File: src/hdl/isr_pkg.sv
// shared constants and types for the insertion sorter
// used by isr_cell and insertion_sorter; no dependencies

package isr_pkg;

    localparam int CAPACITY = 16;
    localparam int DATA_W   = 32;
    // fill count has to hold CAPACITY itself
    localparam int CNT_W    = $clog2(CAPACITY + 1);

    typedef enum logic [0:0] {
        S_FILL,
        S_DRAIN
    } t_state;

    // per-cycle command broadcast to every cell
    typedef struct packed {
        logic insert;
        logic shift_down;
    } t_cell_ctl;

endpackage

File: src/hdl/isr_cell.sv
// one compare-and-shift cell of the sorter chain
// depends on isr_pkg

module isr_cell
    import isr_pkg::*;
(
    input  logic                     i_clk,
    input  t_cell_ctl                i_ctl,
    input  logic                     i_occupied,
    input  logic signed [DATA_W-1:0] i_new,
    input  logic signed [DATA_W-1:0] i_prev_val,
    input  logic                     i_prev_gt,
    input  logic signed [DATA_W-1:0] i_next_val,
    output logic signed [DATA_W-1:0] o_val,
    output logic                     o_gt
);

    logic signed [DATA_W-1:0] r_val;
    logic signed [DATA_W-1:0] n_val;

    // an empty cell counts as larger than anything
    assign o_gt  = !i_occupied || (i_new < r_val);
    assign o_val = r_val;

    always_comb begin
        n_val = r_val;
        if (i_ctl.insert && o_gt) begin
            // the left neighbor is also larger: its entry moves up into this cell
            n_val = i_prev_gt ? i_prev_val : i_new;
        end else if (i_ctl.shift_down) begin
            n_val = i_next_val;
        end
    end

    always_ff @(posedge i_clk) begin
        r_val <= n_val;
    end

endmodule

File: src/hdl/insertion_sorter.sv
// top level of the streaming insertion sorter
// depends on isr_pkg and isr_cell

// Sorts sets of signed 32-bit values. While a set is filling, one value is taken every
// cycle and inserted into a chain of CAPACITY compare-and-shift cells in that same
// cycle; equal values keep their arrival order. The transaction with i_set_end high is
// inserted as well, then the chain drains its n entries in ascending order through an
// output register, one result per cycle when the output is not stalled; o_stall stays
// high while the set drains. Values beyond CAPACITY are dropped and every result of
// that set carries o_overflowed. o_final_res marks the last result of a set.

module insertion_sorter
    import isr_pkg::*;
(
    input  logic                     i_clk,
    input  logic                     i_rst_n,
    input  logic                     i_valid,
    output logic                     o_stall,
    input  logic signed [DATA_W-1:0] i_value,
    input  logic                     i_set_end,
    output logic                     o_valid,
    input  logic                     i_stall,
    output logic signed [DATA_W-1:0] o_sorted_value,
    output logic                     o_final_res,
    output logic                     o_overflowed
);

    t_state                   r_state;
    t_state                   n_state;
    logic [CNT_W-1:0]         r_count;
    logic [CNT_W-1:0]         n_count;
    logic                     r_dropped;
    logic                     n_dropped;
    logic                     r_out_valid;
    logic                     n_out_valid;
    logic signed [DATA_W-1:0] r_out_val;
    logic                     r_out_final;
    logic                     r_out_ovf;

    t_cell_ctl                cell_ctl;
    logic                     in_take;
    logic                     full;
    logic                     load;
    logic signed [DATA_W-1:0] cell_val [CAPACITY];
    logic                     cell_gt  [CAPACITY];
    logic                     cell_occ [CAPACITY];

    assign o_stall = (r_state == S_DRAIN);
    assign in_take = i_valid && !o_stall;
    assign full    = (r_count == CNT_W'(CAPACITY));
    assign load    = (r_state == S_DRAIN) && (!r_out_valid || !i_stall);

    assign cell_ctl.insert     = in_take && !full;
    assign cell_ctl.shift_down = load;

    genvar g;
    generate
        for (g = 0; g < CAPACITY; g++) begin : g_cell
            assign cell_occ[g] = (CNT_W'(g) < r_count);
            if (g == 0) begin : g_head
                isr_cell u_cell (
                    .i_clk      (i_clk),
                    .i_ctl      (cell_ctl),
                    .i_occupied (cell_occ[g]),
                    .i_new      (i_value),
                    .i_prev_val (i_value),
                    .i_prev_gt  (1'b0),
                    .i_next_val (cell_val[g+1]),
                    .o_val      (cell_val[g]),
                    .o_gt       (cell_gt[g])
                );
            end else if (g == CAPACITY - 1) begin : g_tail
                isr_cell u_cell (
                    .i_clk      (i_clk),
                    .i_ctl      (cell_ctl),
                    .i_occupied (cell_occ[g]),
                    .i_new      (i_value),
                    .i_prev_val (cell_val[g-1]),
                    .i_prev_gt  (cell_gt[g-1]),
                    .i_next_val ('0),
                    .o_val      (cell_val[g]),
                    .o_gt       (cell_gt[g])
                );
            end else begin : g_mid
                isr_cell u_cell (
                    .i_clk      (i_clk),
                    .i_ctl      (cell_ctl),
                    .i_occupied (cell_occ[g]),
                    .i_new      (i_value),
                    .i_prev_val (cell_val[g-1]),
                    .i_prev_gt  (cell_gt[g-1]),
                    .i_next_val (cell_val[g+1]),
                    .o_val      (cell_val[g]),
                    .o_gt       (cell_gt[g])
                );
            end
        end
    endgenerate

    always_ff @(posedge i_clk) begin
        if (!i_rst_n) begin
            r_state     <= S_FILL;
            r_count     <= '0;
            r_dropped   <= 1'b0;
            r_out_valid <= 1'b0;
        end else begin
            r_state     <= n_state;
            r_count     <= n_count;
            r_dropped   <= n_dropped;
            r_out_valid <= n_out_valid;
        end
    end

    always_ff @(posedge i_clk) begin
        if (load) begin
            r_out_val   <= cell_val[0];
            r_out_final <= (r_count == CNT_W'(1));
            r_out_ovf   <= r_dropped;
        end
    end

    always_comb begin
        n_state     = r_state;
        n_count     = r_count;
        n_dropped   = r_dropped;
        n_out_valid = r_out_valid;
        if (r_out_valid && !i_stall) begin
            n_out_valid = 1'b0;
        end
        unique case (r_state)
            S_FILL: begin
                if (in_take) begin
                    if (full) begin
                        n_dropped = 1'b1;
                    end else begin
                        n_count = r_count + CNT_W'(1);
                    end
                    if (i_set_end) begin
                        n_state = S_DRAIN;
                    end
                end
            end
            S_DRAIN: begin
                if (load) begin
                    n_out_valid = 1'b1;
                    n_count     = r_count - CNT_W'(1);
                    if (r_count == CNT_W'(1)) begin
                        n_state   = S_FILL;
                        n_dropped = 1'b0;
                    end
                end
            end
            default: begin
                n_state = S_FILL;
            end
        endcase
    end

    assign o_valid        = r_out_valid;
    assign o_sorted_value = r_out_val;
    assign o_final_res    = r_out_final;
    assign o_overflowed   = r_out_ovf;

`ifndef NO_ASSERTIONS
    // a set being drained always holds at least one entry
    a_drain_nonempty: assert property (@(posedge i_clk) disable iff (!i_rst_n)
        (r_state == S_DRAIN) |-> (r_count != '0))
        else $error("drain with empty chain");

    a_count_bound: assert property (@(posedge i_clk) disable iff (!i_rst_n)
        r_count <= CNT_W'(CAPACITY))
        else $error("fill count beyond capacity");

    // the last result of a set ends the drain and clears the drop flag
    a_final_ends_drain: assert property (@(posedge i_clk) disable iff (!i_rst_n)
        (load && r_count == CNT_W'(1)) |=> (r_state == S_FILL && !r_dropped && o_final_res))
        else $error("final result did not end the drain");

    // no result is loaded while a transaction is still being inserted
    a_no_mix: assert property (@(posedge i_clk) disable iff (!i_rst_n)
        !(load && in_take))
        else $error("insert and drain in the same cycle");
`endif

endmodule

File: config.mk
export PLATFORM = sky130hd
export DESIGN_NAME = insertion_sorter
export DESIGN_NICKNAME = d
export VERILOG_FILES = /design/src/hdl/isr_pkg.sv /design/src/hdl/isr_cell.sv /design/src/hdl/insertion_sorter.sv
export SDC_FILE = /design/constraint.sdc
export NUM_CORES = 2
export LEC_CHECK = 0
export BUFFER_PORTS_ARGS = -buffer_cell sky130_fd_sc_hd__buf_2
export CAP_MARGIN = 20
export CORE_ASPECT_RATIO = 1.1
export CORE_UTILIZATION = 60
export CTS_CLUSTER_SIZE = 12
export DETAILED_ROUTE_END_ITERATION = 7
export GPL_TIMING_DRIVEN = 0
export PLACE_DENSITY = 0.86
export SLEW_MARGIN = 15
export SYNTH_ARGS = -nofsm -noshare
export SYNTH_HDL_FRONTEND = slang
export SYNTH_SLANG_ARGS = --single-unit
File: constraint.sdc
create_clock -name i_clk -period 8.7 [get_ports i_clk]
set_input_delay 0.435 -clock i_clk [delete_from_list [all_inputs] [get_ports i_clk]]
set_output_delay 0.435 -clock i_clk [all_outputs]
set_load 0.02 [all_outputs]
======== Word-level counts from Yosys, hierarchy flattened ========
Cells that the tools add are included.
word-level totals
  register bits ........................... 554
  bits of input ports ..................... 37
  word-level logic and storage cells ...... 204
operators by class
  add/subtract/negate cells ............... 2
  magnitude comparators ................... 32
  equality and inequality tests ........... 7
  muxes and demuxes ....................... 64
  bitwise logic cells ..................... 1
  reductions and logical operators ........ 75
operators with widths
  cell                 number
  $mux 32              47
  $lt 32x32->1         16
  $lt 4x5->1 const A   8
  $reduce_bool 2->1    16
  $logic_and 1x1->1    20
  $logic_not 1->1      20
  $lt 3x5->1 const A   4
  $logic_or 1x1->1     17
  $mux 5               3
  $mux 1               11
  $lt 1x5->1 const A   2
  $lt 2x5->1 const A   2
  $pmux 5 s2           1
  $ne 2x2->1 const B   3
  $add 5x1->5 const B  1
  $eq 5x1->1 const B   1
  $eq 5x5->1 const B   1
  $sub 5x1->5 const B  1
  $ne 2x1->1 const B   2
  $pmux 1 s2           2
  $reduce_and 4->1     1
  $reduce_and 3->1     1
  $not 1->1            1

======== Depth between registers and ports, before layout ========
  depth after elaboration ................. 5
  depth in mapped cells ................... 12
  gate-level depth less buffers ........... 10

======== By module ========
Synthesis repeated with hierarchy kept, for this count alone.
second synthesis, totals
  cell total of the unflattened synthesis .. 3693
  area, all modules ....................... 46081.7 sq um
by module, submodules not included
  module                                   times used  cells each  area each (sq um)
  isr_cell at g_cell[0].g_head.u_cell ...  15          223         2777.7
  isr_cell at g_cell[14].g_mid.u_cell      1           225         2775.2
  insertion_sorter                         1           123         1641.6

======== Least setup slack after synthesis ========
Ideal clock, no wire load.
  path type ............................... input-to-reg
  from .................................... input port i_value[13]
  to ...................................... register g_cell[14].g_mid.u_cell.r_val[0], enable pin
  arrival ................................. 4.514 ns
  path slack .............................. 3.721 ns
  stages on the path ...................... 9
  buffers on the path ..................... 1
  cell sequence ........................... ha_1 > a21o_1 > a21o_1 > a221oi_1 > nor2_1 > a2111oi_2 > o21ai_1 > buf_2 > o21ai_0
on the way
  cells in the longest elaborated chain, start to end .. 4
RTL lines
  what                         RTL line                source
  start, declared              insertion_sorter.sv:19  input logic signed [DATA_W-1:0] i_value,
  $lt 32x32->1                 isr_cell.sv:22          assign o_gt = !i_occupied || (i_new < r_val);
  $logic_or 1x1->1             isr_cell.sv:22
  $logic_and 1x1->1            isr_cell.sv:27          if (i_ctl.insert && o_gt) begin
  $reduce_bool 2->1 (no line)  --
  end signal, assigned         isr_cell.sv:36          r_val <= n_val;
  end, declared                isr_cell.sv:18          logic signed [DATA_W-1:0] r_val;
No other way between the ends.
A chain may end at the register's enable or synchronous reset.

======== Worst setup path after layout ========
  from .................................... register r_count[1]
  to ...................................... register g_cell[15].g_tail.u_cell.r_val[4], enable pin
on the way
  cells in the longest elaborated chain, start to end .. 5
  elaborated cells on any way between the ends .. 8
RTL lines
  what                                                   RTL line                                        source
  start, declared                                        insertion_sorter.sv:30                          logic [CNT_W-1:0] r_count;
  start signal, assigned                                 insertion_sorter.sv:108                         r_count <= n_count;
  $lt 4x5->1 or $eq 5x5->1 (tied branches)               insertion_sorter.sv:59, insertion_sorter.sv:50
  $logic_not 1->1, on equally long branches              isr_cell.sv:22, insertion_sorter.sv:53
  $logic_or 1x1->1 or $logic_and 1x1->1 (tied branches)  isr_cell.sv:22, insertion_sorter.sv:53
  $logic_and 1x1->1 *                                    isr_cell.sv:27
  $reduce_bool 2->1 (no line) *                          --
  end signal, assigned                                   isr_cell.sv:36
  end, declared                                          isr_cell.sv:18
Every way passes the cells marked *; elsewhere a longest branch is shown, timed or not.

==> flow_metrics.env <==
export IMPL_outcome="finished, final reports clean"
export IMPL_synthesis_nets=5125
export IMPL_rsz0062_at_grt="false"
export IMPL_critical_path_slowest_cell="nand2_2"
export IMPL_end_kind="register"
export IMPL_grt_pass1_vias=34800
export IMPL_areaGrowthSynthToFinish_pct=9.48
export IMPL_cts_sinks=554
export IMPL_path_common_cell="clkbuf_1"
export IMPL_yosysMostFrequentCell="nand2_1"
export IMPL_postSynthAreaPerCell_um2=8.73
export IMPL_cp_required_ns=8.97
export IMPL_htree_levels=2
export IMPL_gp_congestion=0.954
export IMPL_r2r_slack_ns=4.57
export IMPL_slew_viol_final=0
export IMPL_nNetsFinal=5274
export IMPL_min_path_cells=3
export IMPL_cts_repair_resized=0
export IMPL_drc=0
export IMPL_fin_tns_setup_ns=0
export IMPL_syn_area_um2=40000
export IMPL_critPathLaunchType="register"
export IMPL_drt_iter0_drc=3804
export IMPL_grt_max_degree=35
export IMPL_fin_util=0.669
export IMPL_p_leak_uw=0.0197
export IMPL_cts_setup_buffers=0
export IMPL_synth_seq_area_share=0.413
export IMPL_p_per_area_nw_per_um2=246
export IMPL_die_w_um=248
export IMPL_yosysWarnings=0
export IMPL_startpoint="r_count[1]"
export IMPL_synth_area_leaders="edfxtp_1 41%, ha_1 16%, nand2_1 9.2%"
export IMPL_drt_wl_total_um=112000
export IMPL_ys_ff_latch=554
export IMPL_drive_gt1_frac=0.0768
export IMPL_grt_usage=0.329
export IMPL_wl_per_cell_um=19.8
export IMPL_path_class="reg2reg"
export IMPL_maxCapViolCount=0
export IMPL_async_flop_share=0
export IMPL_die_area_um2=67800
export IMPL_cts_hold_buf=0
export IMPL_max_stage_delay_ns=0.61
export IMPL_worst_pin_slew_ns=1.14
export IMPL_start_util=0.612
export IMPL_r2r_end="g_cell[15].g_tail.u_cell.o_val[4]"
export IMPL_synth_ff_type="edfxtp_1"
export IMPL_rows=98
export IMPL_worstRegToRegCells=9
export IMPL_cp_cell_sequence="clkbuf_1, inv_1, ha_1, and3_1, or3b_2, clkbuf_1, a211o_1, clkbuf_1, nand2_2"
export IMPL_grt_pass1_wl_um=177000
export IMPL_detail_route_antenna_nets=0
export IMPL_synth_top_cell_by_area="edfxtp_1"
export IMPL_cp_max_fo=32
export IMPL_hpwl_um=86900
export IMPL_cts_buffers=61
export IMPL_fin_crit_ns=4.13
export IMPL_peakVddDrop_mv=0.183
export IMPL_hold_class="in2reg"
export IMPL_grt_antenna_before_repair=4
export IMPL_clk_path_buf_depth=3
export IMPL_final_hold_violation_count=0
export IMPL_core_um2=65500
export IMPL_cts_reportedPaths_clkPinSlew_ns=0.06
export IMPL_grt_overflow=0
export IMPL_finalCritPeriodShare=0.475
export IMPL_cts_root_buf="clkbuf_16"
export IMPL_synth_common_cells="981 x nand2_1, 561 x nor2_1, 546 x edfxtp_1"
export IMPL_reg2reg_from="r_count[1]"
export IMPL_synth_cell_types=66
export IMPL_slew_headroom=0.240
export IMPL_numPortBuffers=72
export IMPL_synth_edf_count=546
export IMPL_clk_latency_ns=0.65
export IMPL_cts_tree="done"
export IMPL_vias=35200
export IMPL_fmax_mhz=242
export IMPL_crit_path_end="g_cell[15].g_tail.u_cell.o_val[4]"
export IMPL_first_pass_iters=6
export IMPL_netlist_area_leader_share=0.409
export IMPL_finalSetupViolCount=0
export IMPL_drt_vias_per_instance=6.23
export IMPL_cp_arrival_ns=4.40
export IMPL_syn_inst=4589
export IMPL_skew_ns=0.0219
export IMPL_ios=73
export IMPL_die_h_um=273
## how the worst min path moves through the flow
stage | to | slack (ns) | startpoint
after floorplan | o_overflowed | 0.41 | r_dropped
after global placement | o_overflowed | 0.44 | r_dropped
after detailed placement | o_overflowed | 0.44 | r_dropped
after CTS | o_stall | 0.006 | i_set_end
after global routing | o_stall | 0.05 | i_set_end
final | o_stall | 0.03 | i_set_end
## state kept, by name (all words and copies together) (netlist names)
name,flops
o_sorted_value,32
o_final_res,1
o_overflowed,1
o_valid,1
o_stall,1
r_dropped,1
r_count,5
g_cell.g_mid.u_cell.o_val,448
g_cell.g_head.u_cell.o_val,32
g_cell.g_tail.u_cell.o_val,32
## cells in the final DEF (no fill, tap or decap), drive strengths merged, types with 22 or more instances in the layout
cell	count
clkinv	30
mux2i	65
inv	520
nand2	981
mux2	32
nand2b	25
nand4	76
nand3	27
o21bai	22
a31oi	420
nor2	562
edfxtp	546
clkbuf	167
ha	499
buf	230
a21oi	223
and4	28
o21ai	85
## where the power goes
| part | switching [uW] | internal, uW |
|---|---|---|
| registers | 504 | 3860 |
| logic | 2390 | 1450 |
| clock network | 1130 | 1440 |
| total | 4030 | 6750 |
## metal layers
metal,vias to the layer above,GRT usage,routed length [um]
met5,-,0,0
met4,0,0.205,7420
met3,381,0.0321,9140
met2,2028,0.561,53400
met1,16300,0.397,42000
li1,16500,-,-
## area by class of cell
class,count,area (um^2)
diodes,4,10.0
plain buffers,232,1090
clock buffers,79,1640
clock inverters,37,274
fillers,4974,21600
inverters,518,1940
multi-input cells,3285,20600
flip-flops and latches,554,16600
well taps,850,1060
repair buffers,86,641
## cell families (layout without fill, tap and decap cells)
kind of cell	Yosys count	in the layout	share of synthesized area
and+or+nand+nor	1779	1779	0.185
AOI/OAI and AO/OA	905	905	0.142
buffers and inverters	750	952	0.0758
DFF	554	554	0.413
adders and majority gates	499	499	0.156
muxes	97	97	0.0271
xor gates and xnor gates	5	5	0.00109
other	0	4	0
## metrics by stage
| stage | area, um^2 | setup slack, ns | hold WS (ns) | std cells | total power, uW |
|---|---|---|---|---|---|
| final | 43800 | 4.57 | 0.0336 | 5645 | 10800 |
| after floorplan | 40000 | 3.72 | 0.409 | 4589 | 6930 |
| after detailed placement | 41900 | 4.18 | 0.440 | 5525 | 8100 |
| after CTS | 43800 | 4.66 | 0.00565 | 5641 | 10700 |
| after global placement | 41500 | 1.63 | 0.437 | 5511 | 7830 |
| after global routing | 43800 | 4.42 | 0.0512 | 5645 | 11400 |
## worst max-delay path, delay by kind of cell (launching register included)
kind | cells | cell delay (ns)
flops | 1 | 0.35
compound gates | 1 | 0.54
buf+inv | 4 | 1.28
simple gates | 3 | 1.31
fa+ha+maj | 1 | 0.24
(Power assumes the default switching activity.)
